==> src/rdi_pkg.sv <==
// shared constants and types for the ray / disk intersection core
package rdi_pkg;

	localparam int ADDR_W = 5;
	localparam int DEN_W  = 52;
	localparam int NUM_W  = 54;
	localparam int DU_W   = 51;
	localparam int QB     = 33;
	localparam int NQ_W   = 70;

	localparam logic [2:0] REG_CENTER_X = 3'd0;
	localparam logic [2:0] REG_CENTER_Y = 3'd1;
	localparam logic [2:0] REG_CENTER_Z = 3'd2;
	localparam logic [2:0] REG_RADIUS   = 3'd3;
	localparam logic [2:0] REG_NORMAL_X = 3'd4;
	localparam logic [2:0] REG_NORMAL_Y = 3'd5;
	localparam logic [2:0] REG_NORMAL_Z = 3'd6;
	localparam logic [2:0] REG_TOL      = 3'd7;

	typedef struct packed {
		logic [2:0][31:0] cen;
		logic [30:0]      radius;
		logic [2:0][17:0] nrm;
		logic [15:0]      tol;
		logic [61:0]      rsq;
	} rdi_cfg_t;

	typedef struct packed {
		logic [2:0][32:0] ocd;
		logic [2:0][31:0] dir;
		logic [31:0]      tmin;
		logic [31:0]      tmax;
		logic             neg;
		logic             ok;
	} rdi_side_t;

endpackage

==> src/rdi_cfg.sv <==
// apb register file holding the disk description
module rdi_cfg (
	input  logic                      clk,
	input  logic                      arst_n,
	input  logic                      psel,
	input  logic                      penable,
	input  logic                      pwrite,
	input  logic [rdi_pkg::ADDR_W-1:0] paddr,
	input  logic [31:0]               pwdata,
	output logic [31:0]               prdata,
	output logic                      pready,
	output rdi_pkg::rdi_cfg_t         cfg
);
	logic [2:0] idx;
	logic       wr;

	assign idx    = paddr[rdi_pkg::ADDR_W-1:2];
	assign wr     = psel & penable & pwrite;
	assign pready = 1'b1;

	always_ff @(posedge clk or negedge arst_n) begin
		if (!arst_n) begin
			cfg.cen    <= '0;
			cfg.radius <= 31'd65536;
			cfg.nrm    <= {18'd65536, 18'd0, 18'd0};
			cfg.tol    <= 16'd1;
			cfg.rsq    <= 62'h1_0000_0000;
		end else begin
			// squared radius follows the radius in the next cycle
			cfg.rsq <= 62'(cfg.radius) * 62'(cfg.radius);
			if (wr) begin
				unique case (idx)
					rdi_pkg::REG_CENTER_X: cfg.cen[0] <= pwdata;
					rdi_pkg::REG_CENTER_Y: cfg.cen[1] <= pwdata;
					rdi_pkg::REG_CENTER_Z: cfg.cen[2] <= pwdata;
					rdi_pkg::REG_RADIUS:   cfg.radius <= pwdata[30:0];
					rdi_pkg::REG_NORMAL_X: cfg.nrm[0] <= pwdata[17:0];
					rdi_pkg::REG_NORMAL_Y: cfg.nrm[1] <= pwdata[17:0];
					rdi_pkg::REG_NORMAL_Z: cfg.nrm[2] <= pwdata[17:0];
					rdi_pkg::REG_TOL:      cfg.tol <= pwdata[15:0];
					default: ;
				endcase
			end
		end
	end

	always_comb begin
		unique case (idx)
			rdi_pkg::REG_CENTER_X: prdata = cfg.cen[0];
			rdi_pkg::REG_CENTER_Y: prdata = cfg.cen[1];
			rdi_pkg::REG_CENTER_Z: prdata = cfg.cen[2];
			rdi_pkg::REG_RADIUS:   prdata = {1'b0, cfg.radius};
			rdi_pkg::REG_NORMAL_X: prdata = {14'd0, cfg.nrm[0]};
			rdi_pkg::REG_NORMAL_Y: prdata = {14'd0, cfg.nrm[1]};
			rdi_pkg::REG_NORMAL_Z: prdata = {14'd0, cfg.nrm[2]};
			rdi_pkg::REG_TOL:      prdata = {16'd0, cfg.tol};
			default:               prdata = '0;
		endcase
	end
endmodule

==> config.mk <==
export PLATFORM = sky130hd
export DESIGN_NAME = rdi_cfg
export DESIGN_NICKNAME = d
export VERILOG_FILES = /design/src/rdi_pkg.sv /design/src/rdi_cfg.sv
export SDC_FILE = /design/constraint.sdc
export NUM_CORES = 2
export LEC_CHECK = 0
export ABC_AREA = 1
export BUFFER_PORTS_ARGS = -buffer_cell sky130_fd_sc_hd__buf_2
export CAP_MARGIN = 20
export CORE_MARGIN = 8
export CORE_UTILIZATION = 35
export DETAILED_ROUTE_END_ITERATION = 6
export HOLD_SLACK_MARGIN = 0.12
export SETUP_SLACK_MARGIN = 0.02
export SYNTH_ARGS = -nofsm -noshare
export SYNTH_HDL_FRONTEND = slang
export SYNTH_SLANG_ARGS = --single-unit
==> constraint.sdc <==
create_clock -name clk -period 10.63 [get_ports clk]
set_input_delay 1.063 -clock clk [delete_from_list [all_inputs] [get_ports clk]]
set_output_delay 1.063 -clock clk [all_outputs]
set_load 0.02 [all_outputs]
# After elaboration in Yosys (flattened, before gate mapping)
# Index checks and enable logic that the tools add are counted.
# Widths: inputs -> output; s select.
[totals]
reg_bits = 259
in_bits = 42
out_inout_bits = 292
[classes]
mul = 1
eq_ne = 7
muxes = 1
bitwise_logic = 2
n_reduce_logical = 9
[ops]
columns = ["op", "n"]
rows = [
  ["$pmux 32 s8", 1],
  ["$mul 31x31->62", 1],
  ["$reduce_and 2->1", 8],
  ["$eq 3x3->1 const B", 4],
  ["$eq 3x2->1 const B", 2],
  ["$eq 3x1->1 const B", 1],
  ["$logic_not 3->1", 1],
  ["$and 1x1->1", 2],
]

# Logic depth before layout (Yosys ltp)
[depth]
ltp_word = 3
depth_mapped = 32
depth_no_buf = 31

# Least setup slack after synthesis
# No wires, ideal clock.
[synth_path]
path_kind = "flip-flop to flip-flop"
start = "register cfg[137] (netlist bit)"
end = "register cfg[61] (netlist bit)"
setup_time_ps = 116
arrival_ps = 6637
slack_ps = 3877
path_stages_with_launch = 27
path_buffers = 2
period_less_slack_ps = 6753
path_cell_list = "dfrtp_1 > clkbuf_1 > buf_1 > nand2_1 > fa_1 > inv_1 > fa_1 > fa_1 > inv_1 > fa_1 > inv_1 > fa_1 > fa_1 > fa_1 > inv_1 > fa_1 > inv_1 > ha_1 > nand2_1 > nor2_1 > inv_1 > nor3_1 > nand2_1 > nor3_1 > nand2_1 > nand3_1 > nand2_1"
[synth_via]
elab_chain_cells = 1
[synth_rtl]
columns = ["item", "line", "rtl"]
rows = [
  ["start, declared", "rdi_cfg.sv:12", "output rdi_pkg::rdi_cfg_t cfg"],
  ["$mul 31x31->62", "rdi_cfg.sv:30", "cfg.rsq <= 62'(cfg.radius) * 62'(cfg.radius);"],
]
# No other way between the ends.
# A chain may end at the register's enable or synchronous reset.

# Worst setup path in the final report
[layout_path]
start = "register cfg[139] (netlist bit)"
end = "register cfg[61] (netlist bit)"
# The elaborated chain is that of the path after synthesis.

==> results.md <==
- Unrepaired setup endpoints after global routing: false
- Fin Setup TNS: 0 ns
- Y dimension of the die: approximately 350 um
- Leading cell types by total area after synthesis: fa_1 (38%), dfrtp_1 (16%), inv_1 (14%)
- Global routing usage summed across all routing layers: 0.200
- Shortest period the worst path allows: around 7.9 ns
- Post-Syn Nets: around 5800
- Share of final-layout standard cells stronger than drive strength 1: 0.0927
- Final count of negative-setup-slack endpoints: 0
- Number of flops mapped to enable cells by yosys: 0
- Vias after detailed routing: just over 30000
- Antenna violations before repair: 2
- Vias in the first global route: roughly 32000
- DRC violations left: 0
- Cell count after placement: between 6000 and 7000
- Number of top-level design ports: about 330
- Total Nets Final: 6085
- Final ANT Viol Nets: 0
- Worst-case headroom to the max-slew limit: 0.257
- H-tree levels: 1
- Wire per inst: roughly 19 um
- Post-layout util: 0.389
- Syn-to-layout area delta: 11.0%
- Longest individual stage delay on the worst path: 1.07 ns
- Transition time of the tightest slew-check pin: between 1 and 1.5 ns
- Highest-delay cell along the critical path: dfrtp_1
- Count of warnings emitted by yosys: 0
- Area enclosed by the die boundary: 123000 um^2
- Crit-path max FO: 21
- Share of Yosys cell area claimed by the top area cell type: 0.382
- Final Hold Violating Endpoints: 0
- CP Data Required Time: approximately 11 ns
- Proportion of synthesized chip area in sequential cells: 0.165
- Number of standard-cell rows in the floorplan: roughly 120
- Count of pins over their slew limit: 0
- Hpwl dp: 100 mm
- Register containing the most flip-flops in the final layout: cfg
- Floorplan die width: around 350 um
- Registers with the highest flip-flop counts: cfg: 258 flops
- Post-layout instance area: between 40000 and 50000 um^2
- Maximum number of pins on one net before global-route repair: approximately 120
- Number of buffers added by the clock tree synthesis step: 31
- Placed Area: ~42000 um^2
- Remaining global-route overflow: 0
- # Max-Cap Violations: 0
- Std-Cell Core Area: 112000 um^2
- Fraction of registers with async set/reset: 1.00
- Root buffer cell: clkbuf_16
- Arr. time, crit path: 8.39 ns
- Flip-flop count of the largest register after layout: ~260
- Total Wirelength: 122 mm
- Flip-flop and latch count after synthesis: 258
- Routed via count divided by cell count: around 4.6
- Type of the tightest min-delay check: reg -> reg
- Post-Synthesis Mean Instance Area: slightly above 8 um^2
- Most common library cells after synthesis: inv_1 (1430), nand2_1 (1239), fa_1 (748)
- Latest clock arrival within the worst-skew pair: 0.65 ns
- # Post-CTS Setup Buffers: 0
- Wire length of the first global-routing pass: around 190 mm
- Clock transition at path regs: 0.08 ns
- TritonCTS clock tree: yes
- Fin cells: about 6600
- Cell taking the most area after synthesis: fa_1
- Kind of end point of the critical path: flop
- Clock tree sinks: roughly 260
- Maximum frequency from static timing analysis: about 130 MHz
- Worst Setup Path Type: reg -> reg
- Netlist Area Pre-Place: slightly below 40000 um^2
- Outcome: complete, no violations
- Max Clock Skew: 0.0594 ns
- Total of buffers placed on input and output ports: between 300 and 400
- DR iter-0 viols: about 1700
- Filler cells: 11561
- Count of cell types in the netlist: between 40 and 50
- Cell count after synthesis: about 4800
- Hold buffers post-CTS: 0
- Maximum clock path buffer count: 3
- Ratio of final minimum period to clock period: 0.739
- Initial Util: 0.350
- Cell with the most instances on the worst path: fa_1
- Final Wtd Congestion: ~0.95
- Total of cells resized after clock tree synthesis: 0
- 1st-pass router iterations: 6
- Startpoint types: flop
- Top-count cell post-synth: inv_1
- Dominant synthesized flop cell: dfrtp_1
kinds of logic after synthesis:
group | share of synthesized area
buffers and inverters | 0.153
XOR/XNOR | 0.0127
other | 0.000192
flip-flops | 0.165
adder cells (fa/ha/maj) | 0.468
AND/OR/NAND/NOR | 0.153
AO/OA/AOI/OAI | 0.0478
final timing paths:
check	from	to	slack, ns	depth (start not counted)
max	cfg[139]	cfg[61]	2.78	25
min	cfg[152]	cfg[152]	0.48	2
max reg2reg	cfg[139]	cfg[61]	2.78	25
min reg2reg	cfg[152]	cfg[152]	0.48	2
max in group asynchronous	arst_n	cfg[150]	8.40	2
min in group asynchronous	arst_n	cfg[92]	0.58	1
layer usage:
| layer | part of all wire | vias to the layer above | global-route usage |
|---|---|---|---|
| li1 | - | 14182 | - |
| met1 | 0.41 | 15016 | 0.254 |
| met2 | 0.49 | 912 | 0.346 |
| met3 | 0.075 | 160 | 0.0445 |
| met4 | 0.031 | 0 | 0.0549 |
| met5 | 0 | - | 0 |
cells in the final DEF, fill, tap and decap left out, types with 3 or more instances in the layout:
cell type  Yosys  final
dfstp_2        4      4
nand3_1       81     81
xor2_1        40     40
a21oi_1       53     53
nor3_4         3      4
inv_2          3      3
clkbuf_8       0      5
nand4_1       19     19
o21ai_1        7      7
clkinv_2       0     10
o2111ai_1      8      8
clkbuf_16      0     31
xnor2_1       17     17
o22ai_1       18     18
ha_1         270    270
nand2_2        5      6
buf_2         19    328
nor2_1       142    142
buf_4          6     47
a221oi_1      31     31
nor3_1        15     15
o21bai_1       9      9
nand2_1     1239   1238
inv_1       1430   1430
clkbuf_1     122      4
a21oi_2       10     10
or2_2          4      4
dfrtp_1      254    253
and2_1         6      6
diode_2        0      3
a22oi_1        6      6
o21ai_0      177    177
bufinv_16      0      3
fa_1         748    748
stage by stage:
step | setup WS (ns) | hold slack [ns]
2_1_floorplan | 3.88 | 0.525
3_3_place_gp | 2.79 | 0.467
3_5_place_dp | 2.85 | 0.474
4_1_cts | 2.84 | 0.489
5_1_grt | 2.48 | 0.511
6_report | 2.78 | 0.485
area by class of cell:
cell class	instances	area (um^2)	share of cell area
multi-input cells	2923	26800	0.615
flip-flops and latches	258	6460	0.148
inverters	1435	5390	0.124
repair buffers	376	2010	0.0462
well taps	1500	1880	0.0431
clock buffers	40	860	0.0197
clock inverters	17	176	0.00405
diodes	3	7.51	0.000172
worst max-delay path, delay by kind of cell (launching register included):
kind | cells | cell delay [ns]
flip-flops | 1 | 1.07
buffers and inverters | 7 | 0.82
adder cells (fa/ha/maj) | 9 | 4.36
AND/OR/NAND/NOR | 9 | 1.42
Power is left out: the tool's default activity adds up to more than one toggle a clock period on the data nets, which glitch-free logic cannot reach.
